==> config.mk <==
export PLATFORM = sky130hd
export DESIGN_NAME = interrupt_event_queue_flat
export DESIGN_NICKNAME = d
export VERILOG_FILES = /design/src/sv/ieq_pkg.sv /design/src/sv/ieq_if.sv /design/src/sv/ieq_rsp_if.sv /design/src/sv/ieq_front.sv /design/src/sv/ieq_back.sv /design/src/sv/interrupt_event_queue.sv /design/src/flat_wrapper.sv
export VERILOG_INCLUDE_DIRS = /design/src /design/src/sv
export SDC_FILE = /design/constraint.sdc
export NUM_CORES = 1
export LEC_CHECK = 0
export BUFFER_PORTS_ARGS = -buffer_cell sky130_fd_sc_hd__buf_2
export CAP_MARGIN = 20
export CORE_ASPECT_RATIO = 1.1
export CORE_MARGIN = 2
export CORE_UTILIZATION = 55
export CTS_CLUSTER_DIAMETER = 40
export DETAILED_ROUTE_END_ITERATION = 7
export GPL_TIMING_DRIVEN = 0
export PLACE_DENSITY = 0.86
export SLEW_MARGIN = 10
export SYNTH_ARGS = -nofsm -noshare
export SYNTH_HDL_FRONTEND = slang
export SYNTH_SLANG_ARGS = --single-unit
==> constraint.sdc <==
create_clock -name clk -period 11.95 [get_ports clk]
set_input_delay 0.5975 -clock clk [delete_from_list [all_inputs] [get_ports clk]]
set_output_delay 0.5975 -clock clk [all_outputs]
set_load 0.05 [all_outputs]
==> src/sv/interrupt_event_queue_defines.svh <==
// Assertion macros for the interrupt event queue
`ifndef INTERRUPT_EVENT_QUEUE_DEFINES_SVH
`define INTERRUPT_EVENT_QUEUE_DEFINES_SVH

// Check that a condition implies a consequence in the same cycle
`define IEQ_ASSERT_IMP(label, clk, rst_n, cond, cons, msg) \
	label: assert property (@(posedge clk) disable iff (!rst_n) (cond) |-> (cons)) \
		else $error(msg);

// Check that a condition implies a consequence in the next cycle
`define IEQ_ASSERT_NEXT(label, clk, rst_n, cond, cons, msg) \
	label: assert property (@(posedge clk) disable iff (!rst_n) (cond) |=> (cons)) \
		else $error(msg);

`endif

==> src/sv/ieq_pkg.sv <==
package ieq_pkg;

	localparam int PIN_SLOTS      = 8;
	localparam int QUEUE_DEPTH    = 8;
	localparam int TIMER_CHANNELS = 4;
	localparam int SLOT_W  = (PIN_SLOTS > 1) ? $clog2(PIN_SLOTS) : 1;
	localparam int QPTR_W  = $clog2(QUEUE_DEPTH);
	localparam int CH_W    = 2;
	localparam int BANK_BITS = 32;

	localparam logic [3:0] TRIG_LOW  = 4'd1;
	localparam logic [3:0] TRIG_HIGH = 4'd2;
	localparam logic [3:0] TRIG_FALL = 4'd4;
	localparam logic [3:0] TRIG_RISE = 4'd8;

	localparam logic [2:0] OP_EVENT = 3'd0;
	localparam logic [2:0] OP_PIN   = 3'd1;
	localparam logic [2:0] OP_START = 3'd2;
	localparam logic [2:0] OP_STOP  = 3'd3;
	localparam logic [2:0] OP_DRAIN = 3'd4;

	localparam logic [1:0] ST_OK    = 2'd0;
	localparam logic [1:0] ST_FULL  = 2'd1;
	localparam logic [1:0] ST_TRIG  = 2'd2;

	// queued source: timer flag plus index
	typedef struct packed {
		logic       is_timer;
		logic [3:0] idx;
	} src_t;

	typedef struct packed {
		logic [2:0]  op;
		logic [31:0] pin_events_low;
		logic [31:0] pin_events_high;
		logic [31:0] pin_levels_low;
		logic [31:0] pin_levels_high;
		logic [3:0]  timer_matches;
		logic [5:0]  pin_number;
		logic [7:0]  trigger_bits;
		logic        pin_enable;
		logic [1:0]  channel;
		logic        periodic;
	} req_t;

	typedef struct packed {
		logic [1:0] status;
		logic [3:0] timer_ack_mask;
		logic [3:0] rearm_mask;
		logic [3:0] pushed_count;
		logic [3:0] dropped_count;
		logic       popped_valid;
		logic       popped_is_timer;
		logic [2:0] popped_index;
		logic [5:0] popped_pin;
		logic [2:0] queue_level;
	} rsp_t;

endpackage

==> src/sv/ieq_if.sv <==
interface ieq_req_if;
	logic          valid;
	logic          ready;
	ieq_pkg::req_t data;
	modport source (output valid, output data, input ready);
	modport sink (input valid, input data, output ready);
endinterface

==> src/sv/ieq_rsp_if.sv <==
interface ieq_rsp_if;
	logic          valid;
	logic          ready;
	ieq_pkg::rsp_t data;
	modport source (output valid, output data, input ready);
	modport sink (input valid, input data, output ready);
endinterface

==> src/sv/ieq_front.sv <==
// Front end: accepts requests into a two-entry command queue
module ieq_front (
	input  logic          clk,
	input  logic          arst_n,
	ieq_req_if.sink       in_ch,
	output logic          cmd_valid,
	output ieq_pkg::req_t cmd,
	input  logic          cmd_take
);
	ieq_pkg::req_t buf_q [2];
	logic          rd_q, wr_q;
	logic [1:0]    cnt_q;

	assign in_ch.ready = (cnt_q != 2'd2);
	assign cmd_valid   = (cnt_q != 2'd0);
	assign cmd         = buf_q[rd_q];

	// command fifo
	always_ff @(posedge clk or negedge arst_n) begin
		if (!arst_n) begin
			rd_q  <= 1'b0;
			wr_q  <= 1'b0;
			cnt_q <= 2'd0;
		end else begin
			if (in_ch.valid && in_ch.ready) begin
				buf_q[wr_q] <= in_ch.data;
				wr_q        <= ~wr_q;
			end
			if (cmd_take) rd_q <= ~rd_q;
			cnt_q <= cnt_q + {1'b0, in_ch.valid && in_ch.ready} - {1'b0, cmd_take};
		end
	end
endmodule

==> src/sv/ieq_back.sv <==
// Back end: sequencer that scans sources, searches slots, starts timers, pops and compacts the ring
module ieq_back (
	input  logic          clk,
	input  logic          arst_n,
	input  logic          cmd_valid,
	input  ieq_pkg::req_t cmd,
	output logic          cmd_take,
	ieq_rsp_if.source     out_ch
);
	localparam int NSRC = ieq_pkg::TIMER_CHANNELS + ieq_pkg::PIN_SLOTS;
	localparam int SC_W = $clog2(NSRC + 1);

	typedef enum logic [2:0] {
		IDLE, EVT, SRCH, FLUSH, DONE
	} state_t;

	state_t              state_q;
	ieq_pkg::req_t       req_q;
	ieq_pkg::rsp_t       rsp_q;
	logic                ovalid_q;
	logic                slot_active_q [ieq_pkg::PIN_SLOTS];
	logic [5:0]          slot_pin_q [ieq_pkg::PIN_SLOTS];
	logic [3:0]          slot_trig_q [ieq_pkg::PIN_SLOTS];
	logic                tact_q [ieq_pkg::TIMER_CHANNELS];
	logic                tper_q [ieq_pkg::TIMER_CHANNELS];
	ieq_pkg::src_t       mem_q [ieq_pkg::QUEUE_DEPTH];
	logic [ieq_pkg::QPTR_W-1:0] head_q, tail_q, rp_q, wp_q;
	logic [SC_W-1:0]     idx_q;
	logic                found_q, fkind_q;
	logic [ieq_pkg::SLOT_W-1:0] slot_q;

	function automatic logic [ieq_pkg::QPTR_W-1:0] nxt(
		input logic [ieq_pkg::QPTR_W-1:0] p
	);
		nxt = (32'(p) + 1 >= ieq_pkg::QUEUE_DEPTH) ? '0 : p + 1'b1;
	endfunction

	function automatic logic pin_bit(input logic [31:0] lo, input logic [31:0] hi,
		input logic [5:0] p);
		pin_bit = p[5] ? hi[p[4:0]] : lo[p[4:0]];
	endfunction

	// per-scan-step combinational helpers
	logic                       src_fire, src_periodic;
	ieq_pkg::src_t              src_code;
	logic [ieq_pkg::SLOT_W-1:0] cur_slot;
	logic [1:0]                 cur_ch;
	logic                       lev;
	ieq_pkg::src_t              rd_src;
	logic                       drop_it;

	always_comb begin
		cur_slot     = '0;
		cur_ch       = '0;
		src_fire     = 1'b0;
		src_periodic = 1'b0;
		src_code     = '0;
		lev          = 1'b0;
		if (32'(idx_q) < ieq_pkg::TIMER_CHANNELS) begin
			cur_ch       = idx_q[1:0];
			src_fire     = req_q.timer_matches[cur_ch] && tact_q[cur_ch];
			src_periodic = tper_q[cur_ch];
			src_code     = '{is_timer: 1'b1, idx: {2'b00, cur_ch}};
		end else if (32'(idx_q) < NSRC) begin
			cur_slot = ieq_pkg::SLOT_W'(32'(idx_q) - ieq_pkg::TIMER_CHANNELS);
			lev      = pin_bit(req_q.pin_levels_low, req_q.pin_levels_high,
				slot_pin_q[cur_slot]);
			src_fire = slot_active_q[cur_slot] &&
				pin_bit(req_q.pin_events_low, req_q.pin_events_high,
					slot_pin_q[cur_slot]) &&
				((|(slot_trig_q[cur_slot] & (ieq_pkg::TRIG_RISE | ieq_pkg::TRIG_HIGH))
					&& lev) ||
				 (|(slot_trig_q[cur_slot] & (ieq_pkg::TRIG_FALL | ieq_pkg::TRIG_LOW))
					&& !lev));
			src_code = '{is_timer: 1'b0, idx: 4'(cur_slot)};
		end
		rd_src = mem_q[rp_q];
		if (fkind_q)
			drop_it = rd_src.is_timer && rd_src.idx == {2'b00, req_q.channel};
		else
			drop_it = !rd_src.is_timer && 32'(rd_src.idx) < ieq_pkg::PIN_SLOTS &&
				slot_pin_q[ieq_pkg::SLOT_W'(rd_src.idx)] == req_q.pin_number;
	end

	logic [ieq_pkg::QPTR_W-1:0] level;
	assign level = head_q - tail_q;

	ieq_pkg::src_t              tl_src;
	logic [ieq_pkg::SLOT_W-1:0] tl_slot;
	assign tl_src  = mem_q[tail_q];
	assign tl_slot = ieq_pkg::SLOT_W'(tl_src.idx);

	assign cmd_take     = (state_q == IDLE) && cmd_valid && !ovalid_q;
	assign out_ch.valid = ovalid_q;
	assign out_ch.data  = rsp_q;

	// sequencer
	always_ff @(posedge clk or negedge arst_n) begin
		if (!arst_n) begin
			state_q  <= IDLE;
			ovalid_q <= 1'b0;
			rsp_q    <= '0;
			head_q   <= '0;
			tail_q   <= '0;
			for (int i = 0; i < ieq_pkg::PIN_SLOTS; i++) begin
				slot_active_q[i] <= 1'b0;
				slot_pin_q[i]    <= '0;
				slot_trig_q[i]   <= '0;
			end
			for (int i = 0; i < ieq_pkg::TIMER_CHANNELS; i++) begin
				tact_q[i] <= 1'b0;
				tper_q[i] <= 1'b0;
			end
		end else begin
			// response leaves: clear it for the next command
			if (ovalid_q && out_ch.ready) begin
				ovalid_q <= 1'b0;
				rsp_q    <= '0;
			end
			unique case (state_q)
				IDLE: begin
					if (cmd_take) begin
						req_q   <= cmd;
						idx_q   <= '0;
						found_q <= 1'b0;
						slot_q  <= '0;
						rp_q    <= tail_q;
						wp_q    <= tail_q;
						unique case (cmd.op)
							ieq_pkg::OP_EVENT: state_q <= EVT;
							ieq_pkg::OP_PIN: state_q <= SRCH;
							ieq_pkg::OP_START: begin
								if (32'(cmd.channel) < ieq_pkg::TIMER_CHANNELS) begin
									tact_q[cmd.channel] <= 1'b1;
									tper_q[cmd.channel] <= cmd.periodic;
									rsp_q.timer_ack_mask <= 4'(4'd1 << cmd.channel);
								end
								state_q <= DONE;
							end
							ieq_pkg::OP_STOP: begin
								fkind_q <= 1'b1;
								state_q <= (32'(cmd.channel) < ieq_pkg::TIMER_CHANNELS)
									? FLUSH : DONE;
							end
							ieq_pkg::OP_DRAIN: begin
								if (head_q != tail_q) begin
									tail_q <= nxt(tail_q);
									if (tl_src.is_timer) begin
										if (32'(tl_src.idx) < ieq_pkg::TIMER_CHANNELS &&
											tact_q[tl_src.idx[1:0]]) begin
											rsp_q.popped_valid    <= 1'b1;
											rsp_q.popped_is_timer <= 1'b1;
											rsp_q.popped_index    <= 3'(tl_src.idx);
										end
									end else if (32'(tl_src.idx) < ieq_pkg::PIN_SLOTS &&
										slot_active_q[tl_slot]) begin
										rsp_q.popped_valid <= 1'b1;
										rsp_q.popped_index <= 3'(tl_src.idx);
										rsp_q.popped_pin   <= slot_pin_q[tl_slot];
									end
								end
								state_q <= DONE;
							end
							default: state_q <= DONE;
						endcase
					end
				end
				EVT: begin
					// one source per cycle: timers first, then pin slots
					if (32'(idx_q) >= NSRC) begin
						state_q <= DONE;
					end else begin
						if (32'(idx_q) < ieq_pkg::TIMER_CHANNELS &&
							req_q.timer_matches[cur_ch]) begin
							rsp_q.timer_ack_mask[cur_ch] <= 1'b1;
							if (tact_q[cur_ch] && src_periodic)
								rsp_q.rearm_mask[cur_ch] <= 1'b1;
						end
						if (src_fire) begin
							if (nxt(head_q) == tail_q) begin
								rsp_q.dropped_count <= rsp_q.dropped_count + 4'd1;
							end else begin
								mem_q[head_q] <= src_code;
								head_q <= nxt(head_q);
								rsp_q.pushed_count <= rsp_q.pushed_count + 4'd1;
							end
						end
						idx_q <= idx_q + 1'b1;
					end
				end
				SRCH: begin
					// slot search, one slot per cycle
					if (32'(idx_q) >= ieq_pkg::PIN_SLOTS) begin
						if (!req_q.pin_enable) begin
							if (found_q && slot_pin_q[slot_q] == req_q.pin_number) begin
								fkind_q <= 1'b0;
								state_q <= FLUSH;
							end else begin
								state_q <= DONE;
							end
						end else if (!found_q) begin
							rsp_q.status <= ieq_pkg::ST_FULL;
							state_q <= DONE;
						end else if (|req_q.trigger_bits[7:4]) begin
							rsp_q.status <= ieq_pkg::ST_TRIG;
							state_q <= DONE;
						end else begin
							slot_pin_q[slot_q]    <= req_q.pin_number;
							slot_trig_q[slot_q]   <= req_q.trigger_bits[3:0];
							slot_active_q[slot_q] <= 1'b1;
							state_q <= DONE;
						end
					end else begin
						if (slot_active_q[ieq_pkg::SLOT_W'(idx_q)] &&
							slot_pin_q[ieq_pkg::SLOT_W'(idx_q)] == req_q.pin_number) begin
							slot_q  <= ieq_pkg::SLOT_W'(idx_q);
							found_q <= 1'b1;
							idx_q   <= SC_W'(ieq_pkg::PIN_SLOTS);
						end else begin
							if (!found_q && !slot_active_q[ieq_pkg::SLOT_W'(idx_q)]) begin
								slot_q  <= ieq_pkg::SLOT_W'(idx_q);
								found_q <= 1'b1;
							end
							idx_q <= idx_q + 1'b1;
						end
					end
				end
				FLUSH: begin
					// in-place compaction, one entry per cycle
					if (rp_q == head_q) begin
						head_q <= wp_q;
						if (fkind_q) begin
							tact_q[req_q.channel[1:0]] <= 1'b0;
							rsp_q.timer_ack_mask <= 4'(4'd1 << req_q.channel);
						end else begin
							slot_active_q[slot_q] <= 1'b0;
						end
						state_q <= DONE;
					end else begin
						if (!drop_it) begin
							mem_q[wp_q] <= rd_src;
							wp_q <= nxt(wp_q);
						end
						rp_q <= nxt(rp_q);
					end
				end
				DONE: begin
					if (!ovalid_q) begin
						rsp_q.queue_level <= 3'(level);
						ovalid_q <= 1'b1;
						state_q  <= IDLE;
					end
				end
				default: state_q <= IDLE;
			endcase
		end
	end
endmodule

==> src/sv/interrupt_event_queue.sv <==
// Channel  Dir  Payload
// in_ch    in   op, pin event/level banks, timer matches, pin/trigger, channel
// out_ch   out  status, ack/rearm masks, push/drop counts, popped source, level
//
// Commands pass through a two-entry command queue, which keeps accepting
// while the sequencer works. An event scans every timer and pin slot, a
// register or unregister searches the slots, and an unregister or stop
// then compacts the ring. Reset clears tables and pointers.
// A stalled output holds the sequencer before its next command.
`include "interrupt_event_queue_defines.svh"
module interrupt_event_queue (
	input  logic      clk,
	input  logic      arst_n,
	ieq_req_if.sink   in_ch,
	ieq_rsp_if.source out_ch
);
	logic          cmd_valid, cmd_take;
	ieq_pkg::req_t cmd;

	ieq_front u_front (
		.clk(clk), .arst_n(arst_n), .in_ch(in_ch),
		.cmd_valid(cmd_valid), .cmd(cmd), .cmd_take(cmd_take)
	);

	ieq_back u_back (
		.clk(clk), .arst_n(arst_n), .cmd_valid(cmd_valid), .cmd(cmd),
		.cmd_take(cmd_take), .out_ch(out_ch)
	);

	`IEQ_ASSERT_IMP(a_take_valid, clk, arst_n, cmd_take, cmd_valid, "take without command")
	`IEQ_ASSERT_IMP(a_status_ok, clk, arst_n, out_ch.valid, out_ch.data.status != 2'd3, "bad status")
	`IEQ_ASSERT_IMP(a_pop_flag, clk, arst_n, out_ch.valid && out_ch.data.popped_is_timer, out_ch.data.popped_valid, "timer flag without pop")
endmodule

==> src/flat_wrapper.sv <==
// flat-port wrapper written by rule: the top's interface ports become plain ports
module interrupt_event_queue_flat 
  (clk, arst_n, in_ch_valid, in_ch_data, in_ch_ready, out_ch_valid, out_ch_data, out_ch_ready);
  ieq_req_if in_ch_i ();
  ieq_rsp_if out_ch_i ();
  input  logic clk;
  input  logic arst_n;
  input wire logic [$bits(in_ch_i.valid)-1:0] in_ch_valid;
  input wire logic [$bits(in_ch_i.data)-1:0] in_ch_data;
  output wire logic [$bits(in_ch_i.ready)-1:0] in_ch_ready;
  output wire logic [$bits(out_ch_i.valid)-1:0] out_ch_valid;
  output wire logic [$bits(out_ch_i.data)-1:0] out_ch_data;
  input wire logic [$bits(out_ch_i.ready)-1:0] out_ch_ready;
  assign in_ch_i.valid = in_ch_valid;
  assign in_ch_i.data = in_ch_data;
  assign in_ch_ready = in_ch_i.ready;
  assign out_ch_valid = out_ch_i.valid;
  assign out_ch_data = out_ch_i.data;
  assign out_ch_i.ready = out_ch_ready;
  interrupt_event_queue u_core (.clk(clk), .arst_n(arst_n), .in_ch(in_ch_i), .out_ch(out_ch_i));
endmodule
==> flow_summary_export.csv, run 1 <==
group,metric,value,unit
status,status,"complete, no violations",
placed_design,placed_area,31240,um2
power,total_power,7.551,mW
timing,slew_violations,0,
detailed_routing,totalWireLength,75.65,mm
critical_path,critical_path_class,"reg2reg",
synthesis,yosysMostFrequentCell,"edfxtp_1",
power,power.density,221.8,nW/um2
power,ir_drop,129.9,uV
synthesis,syn-instance-count,1982,
detailed_routing,drtPass1Iterations,6,
global_route,grt_max_degree,91,
critical_path,regToRegEndpoint,"u_core.u_back.mem_q[7][0]$_DFFE_PP_",
detailed_routing,drc_errors,0,
timing,finalSetupTns,0,ps
timing,whs,133.8,ps
final_layout,fin_nets,2449,
timing,worst_pin_slew,1046,ps
hold_path,hold_end,"u_core.u_front.buf_q[1][46]$_DFFE_PP_",
synthesis,synth_ff_type,"edfxtp_1",
critical_path,cp_slowest_stage_delay,710,ps
clocking,cts_root_buf,"clkbuf_16",
detailed_routing,viasPerCell,6.414,
final_layout,drive_above_1_share,0.2951,
synthesis,synth_edf_count,510,
synthesis,syn_area,29000,um2
final_layout,final_util,0.6508,
die,die-area,54590,um2
final_layout,final_cell_area,34040,um2
placed_design,port_buffers,190,
timing,post-route-period-util,0.4946,
critical_path,slowest_stage,"a2111oi_4",
die,start_util,0.5546,
global_route,grt_pass1_wl,114.7,mm
detailed_routing,drt_iter0_drc,2149,
critical_path,r2r-start,"u_core.u_back.idx_q[1]$_SDFFCE_PN0P_",
timing,rsz0062_at_grt,"false",
flow_run,max_cap_violations,0,
hold_path,worstHoldStart,"in_ch_data[46]",
critical_path,reg2reg_depth,13,
clocking,numCtsBuffers,83,
die,fp-row-count,88,
timing,hold_viol_final,0,
power,p_leak,12.81,nW
clocking,cts.sinks,655,
timing,fmax,169.2,MHz
critical_path,cp-end-kind,"flip-flop",
critical_path,required,12220,ps
clocking,clk_latency,650,ps
timing,relSlewSlack,0.2964,
detailed_routing,vias,19397,
die,coreArea,52300,um2
timing,fin_crit,5910,ps
detailed_routing,ant_nets,0,
placed_design,gp_congestion,0.9268,
clocking,htree_levels,3,
clocking,cts_buffer_depth,3,
hold_path,min_path_type,"in2reg",
final_layout,layout.area.seq,18930,um2
hold_path,hold_path_depth,1,
global_route,gr-total-overflow,0,
clocking,clkTransAtPathRegs,60,ps
critical_path,cp.arrival,6180,ps
clocking,cts_tree,"built",
synthesis,yosys_warnings,0,
detailed_routing,avgRoutedWirePerCell,25.02,um
global_route,first_global_vias,19806,
synthesis,synth_seq_cells,655,
global_route,grt_use_total,0.2780,
synthesis,ys_types,84,
synthesis,seq_area_frac_synth,0.6526,
timing,fin_skew,45.25,ps
final_layout,area_growth,17.35,%
critical_path,crit_path_frequent_cell,"buf_2",
synthesis,synth_top_area_share,0.5280,
critical_path,critPathMaxFanout,10,
synthesis,synth_area_leaders,"edfxtp_1 53%, dfrtp_1 12%, mux2_2 9.6%",
placed_design,dpl.hpwl,51.39,mm
synthesis,synth_common_cells,"510 x edfxtp_1, 247 x mux2_2, 142 x dfrtp_1, 129 x nand2_1, 100 x a21oi_1",
final_layout,multi_input_area,9494,um2
critical_path,worstPathCellList,"buf_2 -> buf_6 -> buf_4 -> mux4_2 -> mux2i_2 -> buf_2 -> o311ai_0 -> o211ai_1 -> a41o_1 -> o2111ai_1 -> a2111oi_4 -> o211ai_2 -> a21oi_1",
critical_path,start_kind,"flip-flop",
timing,setup_viol,0,
die,die_x,223.0,um
synthesis,synth.largest_area_cell,"edfxtp_1",
final_layout,n_fill_cell,3431,
die,die_h,244.9,um
global_route,antenna_found_initial,5,
die,ioPinCount,191,
synthesis,syn_nets,2152,
synthesis,synthArstFlopShare,0.2168,
critical_path,r2r_slack,6040,ps
synthesis,avgSynthCellArea,14.63,um2
report_power, final:
| part | internal (mW) | switching [mW] |
|---|---|---|
| clock | 1.42 | 1.03 |
| combinational | 0.740 | 1.24 |
| sequential | 2.94 | 0.181 |
| total | 5.10 | 2.45 |
metrics by stage:
step	worst slack (ps)	instances
3_5_place_dp	6271	2866
5_1_grt	5931	3024
2_1_floorplan	4405	1982
4_1_cts	6202	3021
3_3_place_gp	-903.0	2847
6_report	6040	3024
worst max-delay path by stage:
stage / start / endpoint / slack (ps)
after floorplan: u_core.u_front.cnt_q[0]$_DFF_PN0_ / u_core.u_front.buf_q[0][0]$_DFFE_PP_ / 4400
after global placement: arst_n / u_core.u_front.buf_q[0][84]$_DFFE_PP_ / -900
after detailed placement: u_core.u_back.idx_q[1]$_SDFFCE_PN0P_ / u_core.u_back.mem_q[7][2]$_DFFE_PP_ / 6270
after CTS: u_core.u_back.idx_q[1]$_SDFFCE_PN0P_ / u_core.u_back.mem_q[7][3]$_DFFE_PP_ / 6200
after global routing: u_core.u_back.idx_q[1]$_SDFFCE_PN0P_ / u_core.u_back.mem_q[7][3]$_DFFE_PP_ / 5930
final: u_core.u_back.idx_q[1]$_SDFFCE_PN0P_ / u_core.u_back.mem_q[7][0]$_DFFE_PP_ / 6040
state kept, by name, indices dropped and copies added (netlist names), 4 cells and up, named ones only:
| name | flops |
|---|---|
| u_core.u_front.buf_q | 306 |
| u_core.u_back.req_q | 149 |
| u_core.u_back.slot_pin_q | 48 |
| u_core.u_back.mem_q | 40 |
| u_core.u_back.out_ch.data | 32 |
| u_core.u_back.slot_trig_q | 32 |
| u_core.u_back.idx_q | 4 |
| u_core.u_back.tact_q | 4 |
| u_core.u_back.tper_q | 4 |
logic make-up after synthesis:
group,synth area share
flip-flops,0.6526
AND/OR/NAND/NOR,0.06609
multiplexers,0.1644
AO/OA/AOI/OAI,0.07959
buffers and inverters,0.02144
XOR/XNOR,0.009965
adder cells (fa/ha/maj),0.005867
metal layers:
metal | wire length, um | track usage | part of all wire | up-vias
met5 | 35 | 0 | 0.00046 | -
met4 | 4319 | 0.1609 | 0.057 | 6
met3 | 6404 | 0.05734 | 0.085 | 312
met2 | 37580 | 0.4690 | 0.50 | 1201
met1 | 27310 | 0.3336 | 0.36 | 9608
li1 | - | - | - | 8270
area by class of cell:
cell class,instances,area share
sequential,655,0.5561
clock inverter,55,0.01735
tap,675,0.02481
antenna,1,0.00007352
timing repair buffer,212,0.04044
multi-input combinational,1181,0.2789
clock buffer,99,0.06403
buffer,108,0.01408
inverter,38,0.004191
worst max-delay path, delay by kind of cell (launching register included):
family	cells	cell delay, ps
AO/OA/AOI/OAI	7	2940
buffers and inverters	4	1130
flip-flops	1	360
multiplexers	2	1080
cell usage in the layout, fill, tap and decap left out, types with 14 or more instances in the layout:
cell | synthesis | layout
edfxtp_1 | 510 | 510
mux2_2 | 247 | 247
dfrtp_1 | 142 | 142
o21bai_1 | 15 | 15
xnor2_1 | 22 | 22
nand3_1 | 46 | 46
clkbuf_1 | 68 | 82
nand4_1 | 14 | 14
o21ai_0 | 61 | 61
a21oi_1 | 100 | 100
buf_2 | 18 | 207
a211oi_1 | 38 | 38
a31oi_1 | 18 | 18
nor3_1 | 25 | 24
nor2_1 | 87 | 87
nand2_1 | 129 | 129
inv_1 | 36 | 36
mux4_2 | 42 | 42
clkbuf_16 | 0 | 85
nor2b_1 | 32 | 32
mux2i_1 | 93 | 93
timing repair:
action,in CTS,in global routing
setup buffers,0,0
hold buffers,1,0
resized for setup,0,0
hold endpoints to repair,63,0
No activity file was read; power rests on OpenSTA's default activity.
==> inputs of run 2 (changes only) <==
- ABC_AREA: unset -> 1
- clock period: 11.95 -> 4.85 ns (I/O delays scaled with it)
==> flow_summary_export.csv, run 2 <==
group,metric,value,unit
timing,fmax,201.6,MHz
synthesis,synth_edf_count,510,
die,die_x,222.3,um
die,fp-row-count,88,
critical_path,reg2reg_depth,19,
final_layout,final_util,0.6758,
placed_design,dpl.hpwl,55.53,mm
detailed_routing,drc_errors,15,
detailed_routing,ant_nets,0,
clocking,numCtsBuffers,75,
final_layout,area_growth,22.05,%
status,status,"finished with violations",
die,coreArea,52080,um2
critical_path,slowest_stage,"o21ai_4",
clocking,clk_latency,680,ps
critical_path,critPathBufInv,6,
clocking,cts_buffer_depth,3,
synthesis,seq_area_frac_synth,0.6564,
synthesis,syn_nets,2954,
detailed_routing,drtPass1Iterations,8,
synthesis,synth_common_cells,"891 x nand2_1, 510 x edfxtp_1, 257 x nand3_1, 232 x o21ai_0, 166 x inv_1",
status,violations,"DRC, setup timing",
timing,hold_viol_final,0,
power,ir_drop,501.5,uV
detailed_routing,drt_iter0_drc,4125,
synthesis,synth_area_leaders,"edfxtp_1 53%, dfrtp_1 12%, nand2_1 12%",
clocking,cts_setup_buffers,0,
placed_design,port_buffers,190,
global_route,grt_pass1_wl,144.7,mm
critical_path,regToRegEndpoint,"u_core.u_back.mem_q[1][3]$_DFFE_PP_",
power,p_leak,14.42,nW
hold_path,min_path_type,"in2reg",
global_route,antenna_found_initial,5,
global_route,gr-total-overflow,0,
final_layout,regMostFlops,"u_core.u_front.buf_q",
detailed_routing,avgRoutedWirePerCell,24.47,um
final_layout,final_cell_mix,"889 x nand2_1, 510 x edfxtp_1, 257 x nand3_1",
timing,finalSetupTns,-2090,ps
critical_path,r2r-start,"u_core.u_back.idx_q[0]$_SDFFCE_PN0P_",
critical_path,crit_family,"simple AND/OR/NAND/NOR gates",
final_layout,reg_top3,"u_core.u_front.buf_q (306), u_core.u_back.req_q (149), u_core.u_back.slot_pin_q (48)",
critical_path,cp-end-kind,"flip-flop",
detailed_routing,vias,24934,
synthesis,syn-instance-count,2784,
flow_run,max_cap_violations,0,
timing,slew_violations,0,
final_layout,fin_nets,3400,
die,die-area,54280,um2
placed_design,gp_congestion,1.005,
critical_path,cp.arrival,5210,ps
placed_design,placed_area,31110,um2
die,ioPinCount,191,
critical_path,r2r_slack,-110,ps
timing,worst_pin_slew,1113,ps
die,die_h,244.2,um
critical_path,worstPathCellList,"buf_6 -> inv_4 -> buf_4 -> a21oi_1 -> o21ai_1 -> inv_1 -> o21ai_4 -> inv_2 -> nand3_1 -> nand3_1 -> nand3_1 -> nand2_1 -> nand2_1 -> nand3_1 -> nand2_2 -> nand4_1 -> nand2_1 -> inv_2 -> nor2_1",
hold_path,hold_path_depth,3,
timing,rsz0062_at_grt,"false",
global_route,first_global_vias,24621,
critical_path,cp_slowest_stage_delay,520,ps
synthesis,synth_seq_cells,655,
clocking,cts_resized,0,
die,start_util,0.5537,
timing,setup_viol,36,
synthesis,synth_ff_type,"edfxtp_1",
critical_path,critical_path_class,"reg2reg",
timing,fin_skew,68.97,ps
clocking,cts.sinks,655,
synthesis,ys_types,58,
timing,relSlewSlack,0.2583,
clocking,cts_tree,"built",
timing,post-route-period-util,1.023,
final_layout,final_cell_area,35200,um2
synthesis,avgSynthCellArea,10.36,um2
critical_path,start_kind,"flip-flop",
critical_path,crit_path_frequent_cell,"nand3_1",
placed_design,dp_cells,3674,
final_layout,drive_above_1_share,0.1380,
final_layout,final_common_cell,"nand2_1",
power,power.density,624.7,nW/um2
synthesis,yosys_warnings,0,
clocking,clkTransAtPathRegs,60,ps
critical_path,required,5100,ps
critical_path,critPathMaxFanout,10,
final_layout,n_fill_cell,3345,
synthesis,synth.largest_area_cell,"edfxtp_1",
synthesis,synthArstFlopShare,0.2168,
final_layout,final_cells,3971,
timing,layout_setup_ws,-110.3,ps
detailed_routing,viasPerCell,6.279,
clocking,htree_levels,3,
final_layout,largest_reg_flops,306,
global_route,grt_max_degree,86,
hold_path,hold_end,"u_core.u_front.wr_q$_DFFE_PN0P_",
synthesis,synth_top_area_share,0.5311,
clocking,cts_root_buf,"clkbuf_16",
synthesis,yosysMostFrequentCell,"nand2_1",
detailed_routing,totalWireLength,97.17,mm
hold_path,worstHoldStart,"in_ch_valid",
synthesis,syn_area,28840,um2
global_route,grt_use_total,0.3529,
timing,fin_crit,4960,ps
run 2: cell families after synthesis:
family,after synthesis,share of synthesized area
multiplexers,4,0.001388
buffers and inverters,317,0.04855
adder cells (fa/ha/maj),13,0.005901
XOR/XNOR,19,0.005771
AND/OR/NAND/NOR,1350,0.1975
AO/OA/AOI/OAI,426,0.08452
flip-flops,655,0.6564
run 2: repair_timing:
action                                  in CTS  in global routing
hold buffers                               154                  0
endpoints found under the setup margin       0                  0
endpoints found under the hold margin      363                  0
run 2: worst max-delay path by stage:
stage / to / slack, ps / cells past startpoint / from
finish: u_core.u_back.mem_q[1][3]$_DFFE_PP_ / -110 / 19 / u_core.u_back.idx_q[0]$_SDFFCE_PN0P_
global route: u_core.u_back.mem_q[1][3]$_DFFE_PP_ / 40 / 19 / u_core.u_back.idx_q[0]$_SDFFCE_PN0P_
CTS: u_core.u_back.mem_q[1][3]$_DFFE_PP_ / 360 / 19 / u_core.u_back.idx_q[0]$_SDFFCE_PN0P_
detailed placement: u_core.u_back.mem_q[1][0]$_DFFE_PP_ / 490 / 19 / u_core.u_back.idx_q[0]$_SDFFCE_PN0P_
global placement: u_core.u_front.buf_q[0][130]$_DFFE_PP_ / -4860 / 3 / arst_n
floorplan: u_core.u_front.buf_q[0][0]$_DFFE_PP_ / 3 / 3 / u_core.u_front.cnt_q[1]$_DFF_PN0_
run 2: metal layers:
metal,vias to the layer above,GRT usage,part of all wire
met5,-,0,0
met4,0,0.2216,0.072
met3,538,0.08362,0.12
met2,2192,0.5912,0.48
met1,11731,0.4118,0.33
li1,10473,-,-
run 2: cell type report:
class	count	area, um2	area share
Antenna cell	5	12.51	0.0003555
Tap cell	675	844.6	0.02400
Buffer	135	711.9	0.02023
Inverter	182	688.2	0.01955
Clock buffer	90	1974	0.05610
Clock inverter	48	556.8	0.01582
Timing Repair Buffer	369	2923	0.08305
Multi-Input combinational cell	1812	8556	0.2431
Sequential cell	655	18930	0.5378
run 2: report_power, final:
part / switching [mW] / total (mW) / internal [mW]
Clock: 2.56 / 5.87 / 3.30
Combinational: 6.06 / 8.35 / 2.28
Sequential: 0.471 / 7.77 / 7.30
Total: 9.09 / 22.0 / 12.9
run 2: worst reg2reg max path, stage by stage, from the launching register on:
cell	delay, ps
edfxtp_1	410
buf_6	170
inv_4	140
buf_4	200
a21oi_1	80
o21ai_1	260
inv_1	140
o21ai_4	520
inv_2	330
nand3_1	200
nand3_1	240
nand3_1	300
nand2_1	100
nand2_1	90
nand3_1	240
nand2_2	230
nand4_1	170
nand2_1	190
inv_2	80
nor2_1	470
run 2: through the flow:
stage	power (mW)	hold slack (ps)	setup slack [ps]
after floorplan	12.68	-53.09	3.312
after global placement	14.92	430.7	-4860
after detailed placement	15.21	207.7	493.4
after CTS	21.06	19.65	356.0
after global routing	22.68	15.64	40.29
final	21.99	2.241	-110.3
